`src/design/tle_pkg.sv`:
```
// shared types, character codes and a helper for the line discipline
package tle_pkg;

  // default line store depth
  localparam int unsigned LINE_DEPTH_DEF = 64;

  // character codes
  localparam logic [7:0] CH_NUL    = 8'd0;
  localparam logic [7:0] CH_BS     = 8'd8;
  localparam logic [7:0] CH_LF     = 8'd10;
  localparam logic [7:0] CH_CR     = 8'd13;
  localparam logic [7:0] CH_FS     = 8'd28;
  localparam logic [7:0] CH_SP     = 8'd32;
  localparam logic [7:0] CH_ZERO   = 8'd48;
  localparam logic [7:0] CH_BSLASH = 8'd92;
  localparam logic [7:0] CH_CARET  = 8'd94;
  localparam logic [7:0] CH_DEL    = 8'd127;
  localparam logic [7:0] CARET_OFS = 8'd64;

  // result kinds
  localparam logic [1:0] KIND_TX      = 2'd0;
  localparam logic [1:0] KIND_RDATA   = 2'd1;
  localparam logic [1:0] KIND_REFUSED = 2'd2;

  // input command codes
  localparam logic CMD_RX   = 1'b0;
  localparam logic CMD_READ = 1'b1;

  // operation handed from front to back
  typedef enum logic [1:0] {
    OP_READ,
    OP_STORE,
    OP_ECHO,
    OP_ERASE
  } tle_op_e;

  // back sequencer states
  typedef enum logic [1:0] {
    ST_IDLE,
    ST_READ_WAIT,
    ST_ERASE_WAIT,
    ST_EMIT
  } tle_state_e;

  // classified command with its echo bytes
  typedef struct packed {
    tle_op_e    op;
    logic [7:0] ch;
    logic [1:0] echo_len;
    logic [7:0] echo0;
    logic [7:0] echo1;
    logic [7:0] echo2;
  } tle_cmd_t;

  // control bytes: below space or with the top bit set
  function automatic logic is_control(input logic [7:0] b);
    return (b < CH_SP) || b[7];
  endfunction

endpackage

```
`src/design/tle_front.sv`:
```
// front end: accepts items, classifies them and queues commands for the back end
module tle_front import tle_pkg::*; (
  input  logic       clk_i,
  input  logic       rst_ni,
  input  logic       push,
  output logic       full,
  input  logic       command_i,
  input  logic [7:0] rx_byte_i,
  input  logic       cfg_we_i,
  input  logic       cfg_wdata_i,
  output logic       cmd_valid_o,
  input  logic       cmd_ready_i,
  output tle_cmd_t   cmd_o
);

  logic     echo_en_q;
  tle_cmd_t cls;
  logic [7:0] ch;
  logic [7:0] caret_ch;

  tle_cmd_t   entry_q [2];
  logic       wr_ptr_q, wr_ptr_d;
  logic       rd_ptr_q, rd_ptr_d;
  logic [1:0] count_q, count_d;
  logic       do_push, do_pop;

  // echo enable register
  always_ff @(posedge clk_i or negedge rst_ni) begin
    if (!rst_ni) begin
      echo_en_q <= 1'b1;
    end else if (cfg_we_i) begin
      echo_en_q <= cfg_wdata_i;
    end
  end

  // classify the item and prepare its echo bytes
  always_comb begin
    ch       = (rx_byte_i == CH_CR) ? CH_LF : rx_byte_i;
    caret_ch = ch + CARET_OFS;
    cls          = '0;
    cls.ch       = ch;
    if (command_i == CMD_READ) begin
      cls.op = OP_READ;
    end else if (!echo_en_q) begin
      cls.op = OP_STORE;
    end else if (ch == CH_BS || ch == CH_DEL) begin
      cls.op = OP_ERASE;
    end else begin
      cls.op = OP_ECHO;
      if (ch == CH_LF) begin
        cls.echo_len = 2'd2;
        cls.echo0    = CH_CR;
        cls.echo1    = CH_LF;
      end else if (ch == CH_NUL) begin
        cls.echo_len = 2'd2;
        cls.echo0    = CH_CARET;
        cls.echo1    = CH_ZERO;
      end else if (ch == CH_FS) begin
        cls.echo_len = 2'd2;
        cls.echo0    = CH_CARET;
        cls.echo1    = CH_BSLASH;
      end else if (is_control(ch)) begin
        cls.echo0 = CH_CARET;
        if (caret_ch == CH_LF) begin
          // caret form that lands on LF goes out as caret, CR, LF
          cls.echo_len = 2'd3;
          cls.echo1    = CH_CR;
          cls.echo2    = CH_LF;
        end else begin
          cls.echo_len = 2'd2;
          cls.echo1    = caret_ch;
        end
      end else begin
        cls.echo_len = 2'd1;
        cls.echo0    = ch;
      end
    end
  end

  // two-entry command queue
  assign full        = (count_q == 2'd2);
  assign cmd_valid_o = (count_q != 2'd0);
  assign cmd_o       = entry_q[rd_ptr_q];
  assign do_push     = push && !full;
  assign do_pop      = cmd_valid_o && cmd_ready_i;

  always_comb begin
    wr_ptr_d = do_push ? ~wr_ptr_q : wr_ptr_q;
    rd_ptr_d = do_pop ? ~rd_ptr_q : rd_ptr_q;
    count_d  = count_q;
    if (do_push && !do_pop) begin
      count_d = count_q + 2'd1;
    end else if (!do_push && do_pop) begin
      count_d = count_q - 2'd1;
    end
  end

  always_ff @(posedge clk_i or negedge rst_ni) begin
    if (!rst_ni) begin
      wr_ptr_q <= 1'b0;
      rd_ptr_q <= 1'b0;
      count_q  <= 2'd0;
    end else begin
      wr_ptr_q <= wr_ptr_d;
      rd_ptr_q <= rd_ptr_d;
      count_q  <= count_d;
    end
  end

  // queue payload
  always_ff @(posedge clk_i) begin
    if (do_push) begin
      entry_q[wr_ptr_q] <= cls;
    end
  end

endmodule

```
`src/design/tle_back.sv`:
```
// back end: line store, pointers and counts, result sequencer and output register
module tle_back import tle_pkg::*; #(
  parameter int unsigned LINE_DEPTH = LINE_DEPTH_DEF
) (
  input  logic       clk_i,
  input  logic       rst_ni,
  input  logic       cmd_valid_i,
  output logic       cmd_ready_o,
  input  tle_cmd_t   cmd_i,
  output logic       empty,
  input  logic       pop,
  output logic [1:0] kind_o,
  output logic [7:0] data_byte_o,
  output logic       last_o
);

  localparam int unsigned PTR_W = $clog2(LINE_DEPTH);
  localparam int unsigned CNT_W = $clog2(LINE_DEPTH + 1);
  localparam logic [PTR_W-1:0] LAST_PTR  = PTR_W'(LINE_DEPTH - 1);
  localparam logic [CNT_W-1:0] DEPTH_CNT = CNT_W'(LINE_DEPTH);

  tle_state_e state_q, state_d;
  logic [PTR_W-1:0] wp_q, wp_d, rp_q, rp_d, prev_ptr;
  logic [CNT_W-1:0] held_q, held_d, nl_q, nl_d;

  logic [7:0] seq_q [6];
  logic [7:0] seq_d [6];
  logic [2:0] seq_cnt_q, seq_cnt_d;
  logic [1:0] seq_kind_q, seq_kind_d;

  logic       out_valid_q, out_valid_d;
  logic [1:0] out_kind_q;
  logic [7:0] out_data_q;
  logic       out_last_q;
  logic       out_load, pop_ok;

  logic [7:0]       mem_q [LINE_DEPTH];
  logic [7:0]       mem_rdata_q;
  logic [PTR_W-1:0] mem_raddr;
  logic             mem_we;
  logic [7:0]       mem_wdata;

  assign prev_ptr = (wp_q == '0) ? LAST_PTR : wp_q - 1'b1;
  assign pop_ok   = pop && out_valid_q;
  assign out_load = (state_q == ST_EMIT) && (!out_valid_q || pop);

  // sequencer next state
  always_comb begin
    state_d     = state_q;
    wp_d        = wp_q;
    rp_d        = rp_q;
    held_d      = held_q;
    nl_d        = nl_q;
    seq_d       = seq_q;
    seq_cnt_d   = seq_cnt_q;
    seq_kind_d  = seq_kind_q;
    cmd_ready_o = 1'b0;
    mem_we      = 1'b0;
    mem_wdata   = cmd_i.ch;
    mem_raddr   = (cmd_i.op == OP_READ) ? rp_q : prev_ptr;

    case (state_q)
      ST_IDLE: begin
        cmd_ready_o = 1'b1;
        if (cmd_valid_i) begin
          case (cmd_i.op)
            OP_READ: begin
              if (nl_q != '0 && held_q != '0) begin
                state_d = ST_READ_WAIT;
              end else begin
                seq_d[0]   = CH_NUL;
                seq_kind_d = KIND_REFUSED;
                seq_cnt_d  = 3'd1;
                state_d    = ST_EMIT;
              end
            end
            OP_ERASE: begin
              if (held_q != '0) begin
                state_d = ST_ERASE_WAIT;
              end
            end
            OP_STORE, OP_ECHO: begin
              // store the byte unless the line store is full
              if (held_q != DEPTH_CNT) begin
                mem_we = 1'b1;
                wp_d   = (wp_q == LAST_PTR) ? '0 : wp_q + 1'b1;
                held_d = held_q + 1'b1;
                if (cmd_i.ch == CH_LF) begin
                  nl_d = nl_q + 1'b1;
                end
              end
              if (cmd_i.op == OP_ECHO) begin
                seq_d[0]   = cmd_i.echo0;
                seq_d[1]   = cmd_i.echo1;
                seq_d[2]   = cmd_i.echo2;
                seq_kind_d = KIND_TX;
                seq_cnt_d  = {1'b0, cmd_i.echo_len};
                state_d    = ST_EMIT;
              end
            end
            default: begin
              state_d = ST_IDLE;
            end
          endcase
        end
      end

      ST_READ_WAIT: begin
        rp_d   = (rp_q == LAST_PTR) ? '0 : rp_q + 1'b1;
        held_d = held_q - 1'b1;
        if (mem_rdata_q == CH_LF) begin
          nl_d = nl_q - 1'b1;
        end
        seq_d[0]   = mem_rdata_q;
        seq_kind_d = KIND_RDATA;
        seq_cnt_d  = 3'd1;
        state_d    = ST_EMIT;
      end

      ST_ERASE_WAIT: begin
        // a held newline is never erased
        if (mem_rdata_q == CH_LF) begin
          state_d = ST_IDLE;
        end else begin
          wp_d       = prev_ptr;
          held_d     = held_q - 1'b1;
          seq_kind_d = KIND_TX;
          state_d    = ST_EMIT;
          if (is_control(mem_rdata_q)) begin
            seq_d     = '{CH_BS, CH_BS, CH_SP, CH_SP, CH_BS, CH_BS};
            seq_cnt_d = 3'd6;
          end else begin
            seq_d[0]  = CH_BS;
            seq_d[1]  = CH_SP;
            seq_d[2]  = CH_BS;
            seq_cnt_d = 3'd3;
          end
        end
      end

      ST_EMIT: begin
        // shift one result into the output register per transfer slot
        if (out_load) begin
          for (int i = 0; i < 5; i++) begin
            seq_d[i] = seq_q[i+1];
          end
          seq_d[5]  = CH_NUL;
          seq_cnt_d = seq_cnt_q - 3'd1;
          if (seq_cnt_q == 3'd1) begin
            state_d = ST_IDLE;
          end
        end
      end

      default: begin
        state_d = ST_IDLE;
      end
    endcase
  end

  // control registers
  always_ff @(posedge clk_i or negedge rst_ni) begin
    if (!rst_ni) begin
      state_q     <= ST_IDLE;
      wp_q        <= '0;
      rp_q        <= '0;
      held_q      <= '0;
      nl_q        <= '0;
      seq_cnt_q   <= 3'd0;
      out_valid_q <= 1'b0;
    end else begin
      state_q     <= state_d;
      wp_q        <= wp_d;
      rp_q        <= rp_d;
      held_q      <= held_d;
      nl_q        <= nl_d;
      seq_cnt_q   <= seq_cnt_d;
      out_valid_q <= out_valid_d;
    end
  end

  // output register valid
  always_comb begin
    out_valid_d = out_valid_q;
    if (out_load) begin
      out_valid_d = 1'b1;
    end else if (pop_ok) begin
      out_valid_d = 1'b0;
    end
  end

  // sequence and output payload
  always_ff @(posedge clk_i) begin
    seq_q      <= seq_d;
    seq_kind_q <= seq_kind_d;
    if (out_load) begin
      out_kind_q <= seq_kind_q;
      out_data_q <= seq_q[0];
      out_last_q <= (seq_cnt_q == 3'd1);
    end
  end

  // line store, registered read
  always_ff @(posedge clk_i) begin
    if (mem_we) begin
      mem_q[wp_q] <= mem_wdata;
    end
    mem_rdata_q <= mem_q[mem_raddr];
  end

  assign empty       = !out_valid_q;
  assign kind_o      = out_kind_q;
  assign data_byte_o = out_data_q;
  assign last_o      = out_last_q;

endmodule

```
`src/design/terminal_line_edit_echo.sv`:
```
// top level of the terminal line discipline with echo and line editing
//
//  channel   direction  handshake         payload
//  input     in         push / full       command_i, rx_byte_i
//  result    out        empty / pop       kind_o, data_byte_o, last_o
//  config    in         cfg_we_i          cfg_wdata_i (echo enable)
//
// an item waits in the front queue, then the back sequencer takes its command,
// does a registered store read first for reads and erases, and then shifts
// its results one by one into the output register
// results leave through a one-entry output register; a stalled pop holds the
// sequencer, and the two-entry front queue keeps taking items until full
// reset clears pointers, counts and queues and sets echo on; the line store
// needs no clearing pass
module terminal_line_edit_echo import tle_pkg::*; #(
  parameter int unsigned LINE_DEPTH = LINE_DEPTH_DEF
) (
  input  logic       clk_i,
  input  logic       rst_ni,
  input  logic       push,
  output logic       full,
  input  logic       command_i,
  input  logic [7:0] rx_byte_i,
  output logic       empty,
  input  logic       pop,
  output logic [1:0] kind_o,
  output logic [7:0] data_byte_o,
  output logic       last_o,
  input  logic       cfg_we_i,
  input  logic       cfg_wdata_i
);

  logic     cmd_valid;
  logic     cmd_ready;
  tle_cmd_t cmd;

  // accept and classify
  tle_front u_front (
    .clk_i       (clk_i),
    .rst_ni      (rst_ni),
    .push        (push),
    .full        (full),
    .command_i   (command_i),
    .rx_byte_i   (rx_byte_i),
    .cfg_we_i    (cfg_we_i),
    .cfg_wdata_i (cfg_wdata_i),
    .cmd_valid_o (cmd_valid),
    .cmd_ready_i (cmd_ready),
    .cmd_o       (cmd)
  );

  // line store and result sequencing
  tle_back #(
    .LINE_DEPTH (LINE_DEPTH)
  ) u_back (
    .clk_i       (clk_i),
    .rst_ni      (rst_ni),
    .cmd_valid_i (cmd_valid),
    .cmd_ready_o (cmd_ready),
    .cmd_i       (cmd),
    .empty       (empty),
    .pop         (pop),
    .kind_o      (kind_o),
    .data_byte_o (data_byte_o),
    .last_o      (last_o)
  );

endmodule
```
`config.mk`:
```
export PLATFORM = sky130hd
export DESIGN_NAME = terminal_line_edit_echo
export DESIGN_NICKNAME = d
export VERILOG_FILES = /design/src/design/tle_pkg.sv /design/src/design/tle_front.sv /design/src/design/tle_back.sv /design/src/design/terminal_line_edit_echo.sv
export SDC_FILE = /design/constraint.sdc
export NUM_CORES = 1
export LEC_CHECK = 0
export BUFFER_PORTS_ARGS = -buffer_cell sky130_fd_sc_hd__buf_2
export CORE_ASPECT_RATIO = 1.4
export CORE_MARGIN = 4
export CORE_UTILIZATION = 57
export DETAILED_ROUTE_END_ITERATION = 10
export GPL_TIMING_DRIVEN = 0
export PLACE_DENSITY = 0.77
export SYNTH_ARGS = -nofsm -noshare
export SYNTH_HDL_FRONTEND = slang
export SYNTH_HIERARCHICAL = 1
export SYNTH_SLANG_ARGS = --single-unit
```
`constraint.sdc`:
```
create_clock -name clk_i -period 3.48 [get_ports clk_i]
set_clock_uncertainty 0.2 [all_clocks]
set_input_delay 0.174 -clock clk_i [delete_from_list [all_inputs] [get_ports clk_i]]
set_output_delay 0.174 -clock clk_i [all_outputs]
set_load 0.02 [all_outputs]
```
==> results.py, run 1 <==
metrics = {
    "finish": {
        "layout_commonest_cell": "edfxtp_1",
        "layout-drive-gt1-share": 0.287,
        "stdcell_count": 2505,
        "antenna_cells": 0,
        "synthToLayoutAreaGrowth_pct": 17.0,
        "utilization": 0.679,
        "stdcell_area_um2": 32100,
        "final_nets": 1887,
        "mostFrequentLayoutCells": "610 x edfxtp_1, 93 x nand2_1, 91 x mux4_2",
    },
    "grt": {
        "grt_overflow": 0,
        "antenna_found_initial": 0,
        "grt_first_pass_wirelength_um": 102000,
        "grt_util_met2": 0.460,
        "grt_busiest_layer": "met2",
        "gr-usage-all-layers": 0.258,
        "grt.met3_usage": 0.0386,
        "grt_max_degree": 66,
        "grt_use_met1": 0.320,
        "first_global_vias": 16500,
    },
    "yosys": {
        "ys.flop_type": "edfxtp_1",
        "yosysTopAreaCellShare": 0.668,
        "synthTopCellsByArea": "edfxtp_1 67%, mux4_2 7.5%, dfrtp_1 3.3%",
        "synth_top_cell_by_area": "edfxtp_1",
        "avgSynthCellArea_um2": 16.3,
        "async_reset_ff_frac": 0.0565,
        "syn_area_um2": 27400,
        "yosys_warnings": 6,
        "yosysUniqueCellTypes": 75,
        "synth-seq-cells": 655,
        "synth_enable_flop_cells": 610,
        "ys_seq_area_frac": 0.707,
        "synth_cells": 1688,
    },
    "clocking": {
        "insertion_delay_ps": 600,
        "cts.path.max_buffers": 3,
        "path_clk_slew_ps": 70,
        "htreeDepth": 2,
        "cts_tree": "done",
        "cts_root_buf": "clkbuf_16",
        "clock_sinks": 655,
        "cts_buffers": 57,
    },
    "timing": {
        "slew_headroom": 0.230,
        "hold_violations": 0,
        "final.period_utilization": 1.05,
        "slew_violations": 0,
        "max_freq_ghz": 0.274,
        "tns_ps": -6060,
        "setup_ws_ps": -170,
        "worstMarginPinSlew_ps": 1150,
        "period_minus_slack_ps": 3650,
        "rsz0062_at_grt": "yes",
        "setup_viol": 71,
    },
    "status": {
        "status": "finished, violations left",
        "violations": "negative setup slack",
    },
    "worst_setup_path": {
        "r2r_slack_ps": -170,
        "path_cells": "clkbuf_8 > mux2_4 > inv_4 > ha_4 > nand2b_4 > buf_12 > clkbuf_1 > a221oi_1 > o311ai_2 > o22ai_1 > a211oi_2 > o211a_1",
        "worst_path_dominant_cell_family": "compound AO/OA/AOI/OAI gates",
        "cp-start-kind": "register",
        "crit_required_ps": 3800,
        "end_kind": "register",
        "crit_fanout": 10,
        "crit_slowest_cell": "clkbuf_1",
        "cp_data_arrival_time_ps": 3970,
        "slowest_delay_ps": 480,
        "path_class": "reg2reg",
        "path_buf_inv": 4,
    },
    "die": {
        "rows": 94,
        "die_w_um": 193,
        "core_um2": 47300,
        "die_h_um": 268,
        "dieArea_um2": 51800,
        "start_util": 0.580,
        "io_pins": 28,
    },
    "route": {
        "ant_nets": 0,
        "wl_um": 69000,
        "drc": 0,
        "avgViaCountPerCell": 6.73,
        "via_count": 16900,
        "drt_iter0_drc": 2268,
        "drtPass1Iterations": 6,
        "avgRoutedWirePerCell_um": 27.5,
    },
    "pwr": {
        "power_frac_comb": 0.507,
        "netSwitchingFraction": 0.395,
        "peakVddDrop_mv": 1.00,
        "power_density_nw_per_um2": 1050,
        "pwr-share-clk": 0.175,
        "p_leak_uw": 0.0106,
        "power_switching_uw": 13300,
        "pwr-share-seq": 0.319,
        "p_int_uw": 20300,
    },
    "place": {
        "dp.cells": 2345,
        "gp_congestion": 0.919,
        "io_buffers": 25,
        "placed_cell_area_um2": 28400,
        "dpl_worst_slack_ps": -1790,
        "dp_hpwl_um": 43100,
    },
    "min_path": {
        "hold_path_class": "in2async",
    },
    "flow_run": {
        "drv_cap": 0,
    },
}
path summary, 6_finish.rpt:
check,startpoint,cells after the start,end
worst max-delay path,u_front/rd_ptr_q$_DFFE_PN0P_,12,u_back/mem_rdata_q[6]$_DFF_P_
worst min-delay path,rst_ni,2,u_front/wr_ptr_q$_DFFE_PN0P_
worst max register to register,u_front/rd_ptr_q$_DFFE_PN0P_,12,u_back/mem_rdata_q[6]$_DFF_P_
worst min register to register,u_back/seq_q[40]$_DFFE_PP_,0,u_back/data_byte_o[0]$_DFFE_PP_
max in group asynchronous,rst_ni,2,u_back/wp_q[0]$_DFFE_PN0P_
min in group clk_i,rx_byte_i[2],4,u_front/entry_q[1][34]$_DFFE_PP_
per-stage QoR:
| stage | total power, uW | hold slack, ps |
|---|---|---|
| final | 33600 | 38.8 |
| after floorplan | 19700 | -322 |
| after global routing | 34800 | 69.9 |
| after global placement | 23700 | 135 |
| after detailed placement | 24100 | 143 |
| after CTS | 32600 | 36.5 |
final cells by class:
cell class                 instances  area (um2)
sequential                       655       19400
multi-input combinational        892        8390
clock inverter                    34         235
timing repair buffer              90         782
inverter                          36         163
tap                              624         781
clock buffer                      66        1460
buffer                           108         880
fill                            2955       15200
per-layer routing:
layer / share of wire / up-vias
met4: 0.052 / 0
met3: 0.092 / 235
met1: 0.34 / 8484
li1: - / 7063
met5: 0 / -
met2: 0.52 / 1085
sequential cells by signal (all words and copies together) (netlist names), 3 cells and up:
name                flops
u_back/mem_q          512
u_front/entry_q        58
u_back/seq_q           27
u_back/data_byte_o      8
u_back/mem_rdata_q      8
u_back/held_q           7
u_back/nl_q             7
u_back/rp_q             6
u_back/wp_q             6
u_back/seq_cnt_q        3
power by group through the flow:
| stage | Combinational [uW] | Sequential (uW) | Clock, uW |
|---|---|---|---|
| 6_report | 17000 | 10700 | 5870 |
| 5_1_grt | 17800 | 10800 | 6280 |
| 4_1_cts | 16000 | 10700 | 5930 |
| 3_5_place_dp | 13200 | 10900 | 0 |
| 3_3_place_gp | 12900 | 10800 | 0 |
| 2_1_floorplan | 8910 | 10800 | 0 |
cell usage after synthesis (6+ instances only):
cell type	instances
mux4_2	91
and4_1	16
mux2_2	42
a221oi_1	37
nand2b_1	7
dfrtp_1	36
and2_1	10
a311oi_1	20
a31oi_1	8
nand3b_1	7
buf_4	12
buf_1	6
o211ai_1	9
dfxtp_1	8
a21oi_1	21
o211a_1	6
o311ai_0	12
nand2_1	95
xor2_1	7
nand4_1	8
ha_1	30
o21ai_0	38
a22oi_1	43
and3_1	45
inv_1	34
edfxtp_1	610
a22o_1	6
xnor2_1	14
nor2_1	114
o22ai_1	9
nor2b_1	9
mux2i_1	11
o21a_1	8
nand3_1	46
nor3_1	15
clkbuf_1	78
a211oi_1	23
o31ai_1	6
buf_2	13
cells by family (layout without fill, tap and decap cells):
logic type                 count (synthesis)  after routing  share of synthesized area
adders and majority gates                 32             32                     0.0151
other                                      1              8                   0.000137
and+or+nand+nor                          411            411                     0.0761
xor gates and xnor gates                  21             21                    0.00670
buffers and inverters                    148            334                     0.0233
DFF                                      655            655                      0.707
muxes                                    144            144                     0.0959
AOI/OAI and AO/OA                        276            276                     0.0755
what timing repair did:
| action | in CTS | in global routing |
|---|---|---|
| endpoints found under the hold margin | 89 | 0 |
| setup endpoints to repair | 471 | 325 |
| resized for setup | 283 | 72 |
| buffers inserted | 27 | 21 |
| cloned | 2 | 1 |
| hold buffers | 13 | 0 |
| pin swaps | 29 | 20 |
(Power assumes the default switching activity.)
==> inputs of run 2 (changes only) <==
--- a/config.mk
+++ b/config.mk
@@ -6,12 +6,14 @@
 export NUM_CORES = 1
 export LEC_CHECK = 0
 export BUFFER_PORTS_ARGS = -buffer_cell sky130_fd_sc_hd__buf_2
+export CELL_PAD_IN_SITES_DETAIL_PLACEMENT = 1
+export CELL_PAD_IN_SITES_GLOBAL_PLACEMENT = 1
 export CORE_ASPECT_RATIO = 1.4
 export CORE_MARGIN = 4
-export CORE_UTILIZATION = 57
+export CORE_UTILIZATION = 49
 export DETAILED_ROUTE_END_ITERATION = 10
 export GPL_TIMING_DRIVEN = 0
-export PLACE_DENSITY = 0.77
+export PLACE_DENSITY = 0.76
 export SYNTH_ARGS = -nofsm -noshare
 export SYNTH_HDL_FRONTEND = slang
 export SYNTH_HIERARCHICAL = 1
==> run 2 against run 1 <==
The run still ends with negative setup slack left. Register-to-register slack got worse by 130 ps. Utilization decreased by 8.0 points. Sequential share of layout area fell by 2.0 points. Final area increased by 3.4%. Setup slack worse by 130 ps. Non-clock buffer count is 15 higher. Critical endpoint unchanged.
==> results.py, run 2 (synthesis results as in run 1) <==
metrics = {
    "worst_setup_path": {
        "crit_fanout": 10,
        "path_class": "reg2reg",
        "path_common_cell": "buf_4",
        "crit_required_ps": 3850,
        "path_cells": "clkbuf_8 > inv_8 > ha_4 > or3b_4 > o211ai_4 > buf_4 > buf_4 > buf_2 > a221oi_1 > a311oi_1 > a211oi_2 > a211oi_1 > o211a_1",
        "crit_slowest_cell": "a311oi_1",
        "cp-start-kind": "register",
        "cp_data_arrival_time_ps": 4150,
        "r2r_slack_ps": -300,
        "slowest_delay_ps": 770,
        "end_kind": "register",
        "r2r-end": "u_back/mem_rdata_q[6]$_DFF_P_",
        "worstReg2RegStart": "u_back/wp_q[1]$_DFFE_PN0P_",
        "crit_start": "u_back/wp_q[1]$_DFFE_PN0P_",
        "r2r_cells": 13,
    },
    "timing": {
        "final.period_utilization": 1.09,
        "worstMarginPinSlew_ps": 1230,
        "tns_ps": -1020,
        "rsz0062_at_grt": "yes",
        "slew_violations": 0,
        "setup_ws_ps": -297,
        "slew_headroom": 0.176,
        "setup_viol": 8,
        "max_freq_ghz": 0.265,
        "period_minus_slack_ps": 3780,
        "hold_violations": 0,
    },
    "grt": {
        "gr-usage-all-layers": 0.271,
        "grt_overflow": 0,
        "grt_max_degree": 66,
        "first_global_vias": 18100,
        "grt_first_pass_wirelength_um": 121000,
        "antenna_found_initial": 3,
    },
    "clocking": {
        "cts_tree": "done",
        "cts.path.max_buffers": 3,
        "path_clk_slew_ps": 70,
        "cts_root_buf": "clkbuf_16",
        "insertion_delay_ps": 640,
        "cts_buffers": 60,
        "clock_sinks": 655,
        "htreeDepth": 2,
    },
    "finish": {
        "top_register": "u_back/mem_q",
        "largest_reg_flops": 512,
        "top_regs": "u_back/mem_q x512, u_front/entry_q x58, u_back/seq_q x27",
        "layout-drive-gt1-share": 0.323,
        "fillers": 4973,
        "utilization": 0.599,
        "final_nets": 1905,
        "antenna_cells": 0,
        "multi_input_area_um2": 8630,
        "regArea_um2": 19400,
        "synthToLayoutAreaGrowth_pct": 20.9,
        "layout_commonest_cell": "edfxtp_1",
        "mostFrequentLayoutCells": "610 x edfxtp_1, 92 x nand2_1, 91 x mux4_2",
    },
    "route": {
        "wl_um": 82800,
        "drc": 0,
        "ant_nets": 0,
        "via_count": 17200,
        "avgViaCountPerCell": 6.51,
        "drtPass1Iterations": 5,
        "drt_iter0_drc": 1615,
        "avgRoutedWirePerCell_um": 31.4,
    },
    "die": {
        "dieArea_um2": 59900,
        "io_pins": 28,
        "rows": 102,
        "die_h_um": 288,
        "start_util": 0.495,
        "die_w_um": 208,
        "core_um2": 55400,
    },
    "min_path": {
        "hold_path_class": "in2async",
    },
    "status": {
        "status": "finished, violations left",
        "violations": "negative setup slack",
    },
    "pwr": {
        "peakVddDrop_mv": 0.768,
        "p_leak_uw": 0.0110,
        "power_density_nw_per_um2": 1100,
    },
    "place": {
        "io_buffers": 25,
        "gp_congestion": 0.911,
        "dp_hpwl_um": 51800,
    },
    "flow_run": {
        "drv_cap": 0,
    },
}
-- run 2: final cells by class --
class / instances / share of cell area
Multi-Input combinational cell: 892 / 0.260
Sequential cell: 655 / 0.585
Inverter: 36 / 0.00521
Timing Repair Buffer: 105 / 0.0279
Tap cell: 728 / 0.0275
Clock inverter: 40 / 0.0132
Buffer: 108 / 0.0294
Clock buffer: 74 / 0.0516
-- run 2: power breakdown --
group	switching [uW]	internal, uW
clock network	2940	4170
logic	11300	7450
registers	408	10300
-- run 2: critical path: cells and delay by family (launching register included) --
family          cells  cell delay [ps]
compound gates      6             1760
buf+inv             5              780
flops               1              420
simple gates        1              410
fa+ha+maj           1              130
-- run 2: per-layer routing --
metal,vias to the layer above,routed length [um],GRT usage
met3,288,5180,0.0364
met5,-,27,0
met4,4,5280,0.132
met1,8925,28500,0.318
met2,858,43800,0.494
li1,7087,-,-
-- run 2: stage by stage --
| stage | setup WS [ps] | total power [uW] | cells | hold slack, ps | area, um2 |
|---|---|---|---|---|---|
| 2_1_floorplan | 7.65 | 19700 | 1695 | -322 | 27500 |
| 3_3_place_gp | -1560 | 24300 | 2448 | 159 | 28500 |
| 3_5_place_dp | -1650 | 24900 | 2449 | 156 | 28600 |
| 4_1_cts | -341 | 35100 | 2611 | 10.6 | 32700 |
| 5_1_grt | -384 | 37800 | 2638 | 62.7 | 33200 |
| 6_report | -297 | 36600 | 2638 | 31.8 | 33200 |
-- run 2: worst max path at each step --
stage and to:
6_report u_back/mem_rdata_q[6]$_DFF_P_, 5_1_grt u_back/mem_rdata_q[6]$_DFF_P_, 4_1_cts u_back/mem_q[45][4]$_DFFE_PP_, 3_5_place_dp u_back/mem_rdata_q[7]$_DFF_P_, 3_3_place_gp u_back/mem_rdata_q[0]$_DFF_P_, 2_1_floorplan u_back/mem_rdata_q[6]$_DFF_P_
-- run 2: what timing repair did --
action                                  4_1_cts  5_1_grt
resized for setup                           372       67
hold endpoints to repair                    122        0
buffers inserted                             35       26
hold buffers                                 13        0
pin swaps                                    40       23
endpoints found under the setup margin      535      416
cloned                                        4        1
==> inputs of run 3 (changes only) <==
==> constraint.sdc (replaced) <==
create_clock -name clk_i -period 3.38 [get_ports clk_i]
set_clock_uncertainty 0.2 [all_clocks]
set_input_delay 0.169 -clock clk_i [delete_from_list [all_inputs] [get_ports clk_i]]
set_output_delay 0.169 -clock clk_i [all_outputs]
set_load 0.02 [all_outputs]
==> run 3 against run 2 <==
The flow still finishes with violations (negative setup slack). Fmax rose by 0.86%. Final area fell by 0.72%. Combinational power barely moved. Count of clock-buffer cells in the layout fell by 1. Critical path depth did not move. Worst hold slack got worse by 12 ps. Critical endpoint unchanged.
==> results.py, run 3 (synthesis results as in run 1) <==
metrics = {
    "timing": {
        "slew_violations": 0,
        "setup_ws_ps": -365,
        "slew_headroom": 0.142,
        "period_minus_slack_ps": 3740,
        "max_freq_ghz": 0.267,
        "worstMarginPinSlew_ps": 1280,
        "tns_ps": -11440,
        "setup_viol": 123,
        "hold_violations": 0,
        "final.period_utilization": 1.11,
        "rsz0062_at_grt": "yes",
        "hold-worst-slack_ps": 19.6,
    },
    "status": {
        "status": "finished, violations left",
        "violations": "negative setup slack",
    },
    "finish": {
        "layout_commonest_cell": "edfxtp_1",
        "layout-drive-gt1-share": 0.310,
        "stdcell_count": 2638,
        "largest_reg_flops": 512,
        "synthToLayoutAreaGrowth_pct": 20.0,
        "top_regs": "u_back/mem_q x512, u_front/entry_q x58, u_back/seq_q x27",
        "mostFrequentLayoutCells": "610 x edfxtp_1, 92 x nand2_1, 91 x mux4_2",
        "final_nets": 1905,
        "top_register": "u_back/mem_q",
        "fillers": 4987,
    },
    "worst_setup_path": {
        "path_buf_inv": 5,
        "path_cells": "clkbuf_8 > mux2_4 > inv_4 > ha_4 > buf_12 > inv_8 > o21ai_0 > o31a_1 > clkbuf_2 > o311ai_1 > o22ai_2 > a211oi_1 > o211a_1",
        "crit_fanout": 10,
        "slowest_delay_ps": 450,
        "cp_data_arrival_time_ps": 4040,
        "end_kind": "register",
        "worst_path_dominant_cell_family": "compound AO/OA/AOI/OAI gates",
        "crit_required_ps": 3670,
        "path_class": "reg2reg",
        "crit_slowest_cell": "o22ai_2",
        "cp-start-kind": "register",
    },
    "clocking": {
        "clock_sinks": 655,
        "cts.path.max_buffers": 3,
        "path_clk_slew_ps": 70,
        "htreeDepth": 2,
        "insertion_delay_ps": 630,
        "cts_tree": "done",
        "cts_root_buf": "clkbuf_16",
        "cts_buffers": 60,
    },
    "min_path": {
        "hold_path_class": "in2async",
    },
    "die": {
        "die_h_um": 288,
        "rows": 102,
        "dieArea_um2": 59900,
        "die_w_um": 208,
        "start_util": 0.495,
        "core_um2": 55400,
        "io_pins": 28,
    },
    "route": {
        "avgViaCountPerCell": 6.52,
        "via_count": 17200,
        "ant_nets": 0,
        "avgRoutedWirePerCell_um": 31.8,
        "drtPass1Iterations": 5,
        "drc": 0,
        "wl_um": 83900,
        "drt_iter0_drc": 1788,
    },
    "pwr": {
        "p_leak_uw": 0.0109,
        "p_int_uw": 21900,
        "pwr-share-clk": 0.190,
        "peakVddDrop_mv": 0.694,
        "power_density_nw_per_um2": 1120,
        "netSwitchingFraction": 0.407,
        "power_switching_uw": 15000,
        "power_frac_comb": 0.511,
        "pwr-share-seq": 0.299,
    },
    "grt": {
        "grt_overflow": 0,
        "grt_first_pass_wirelength_um": 120000,
        "grt_max_degree": 66,
        "antenna_found_initial": 1,
        "first_global_vias": 18000,
        "gr-usage-all-layers": 0.270,
    },
    "place": {
        "gp_congestion": 0.966,
        "dp_hpwl_um": 51700,
        "io_buffers": 25,
        "dpl_worst_slack_ps": -1730,
        "dp.cells": 2448,
    },
    "flow_run": {
        "drv_cap": 0,
    },
}
[run 3: changes by cell type in the layout (fill, tap and decap cells not counted), sizes merged]
cell / change
clkbuf: -4
clkinv: -4
buf: +3
inv: +3
clkinvlp: +1
diode: +1
[run 3: power by group through the flow]
stage                     Sequential [uW]  Combinational, uW  Clock [uW]
after floorplan                     11100               9230           0
after global placement              11200              13800           0
after detailed placement            11300              14400           0
after CTS                           11100              17100        7080
after global routing                11100              19700        7480
final                               11100              18900        7020
[run 3: worst reg2reg max path, delay by kind of cell, from the launching register on]
family / cells / cell delay, ps
AOI/OAI and AO/OA: 6 / 1690
buffers and inverters: 5 / 840
DFF: 1 / 410
muxes: 1 / 340
adders and majority gates: 1 / 140
[run 3: path summary, 6_finish.rpt]
kind                                              start  slack, ps                          endpoint  depth (start not counted)
setup / recovery           u_front/rd_ptr_q$_DFFE_PN0P_       -360     u_back/mem_rdata_q[6]$_DFF_P_                         13
min in group clk_i                         rx_byte_i[2]         20  u_front/entry_q[0][34]$_DFFE_PP_                          4
hold / removal                                   rst_ni         20      u_back/held_q[4]$_DFFE_PN0P_                          2
max in group asynchronous                        rst_ni       2300        u_back/wp_q[0]$_DFFE_PN0P_                          2
hold reg to reg              u_back/seq_q[40]$_DFFE_PP_        240   u_back/data_byte_o[0]$_DFFE_PP_                          0
setup reg to reg           u_front/rd_ptr_q$_DFFE_PN0P_       -360     u_back/mem_rdata_q[6]$_DFF_P_                         13
[run 3: layout make-up]
class,instances,area [um2],area share
inverters,36,168,0.00509
plain buffers,108,871,0.0264
multi-input cells,892,8580,0.261
well taps,728,911,0.0277
repair buffers,105,981,0.0298
diodes,1,2.50,0.0000760
flip-flops and latches,655,19400,0.589
clock inverters,40,462,0.0140
clock buffers,73,1550,0.0471
[run 3: what timing repair did]
item / in CTS / in global routing
hold buffers: 13 / 0
endpoints found under the hold margin: 93 / 0
pin swaps: 24 / 30
resized for setup: 311 / 95
endpoints found under the setup margin: 557 / 181
gates cloned: 2 / 1
setup buffers: 45 / 21
[run 3: stage by stage]
| step | util | power [uW] | cell area [um2] |
|---|---|---|---|
| detailed placement | 0.516 | 25700 | 28600 |
| floorplan | - | 20300 | 27500 |
| CTS | 0.584 | 35200 | 32300 |
| finish | 0.595 | 37000 | 32900 |
| global placement | 0.516 | 25000 | 28600 |
| global route | 0.594 | 38300 | 32900 |
[run 3: per-layer routing]
metal / routed length (um) / GRT usage / vias to the layer above
li1: - / - / 7090
met1: 28400 / 0.312 / 8946
met2: 44400 / 0.487 / 876
met3: 5560 / 0.0464 / 291
met4: 5590 / 0.135 / 0
met5: 0 / 0 / -
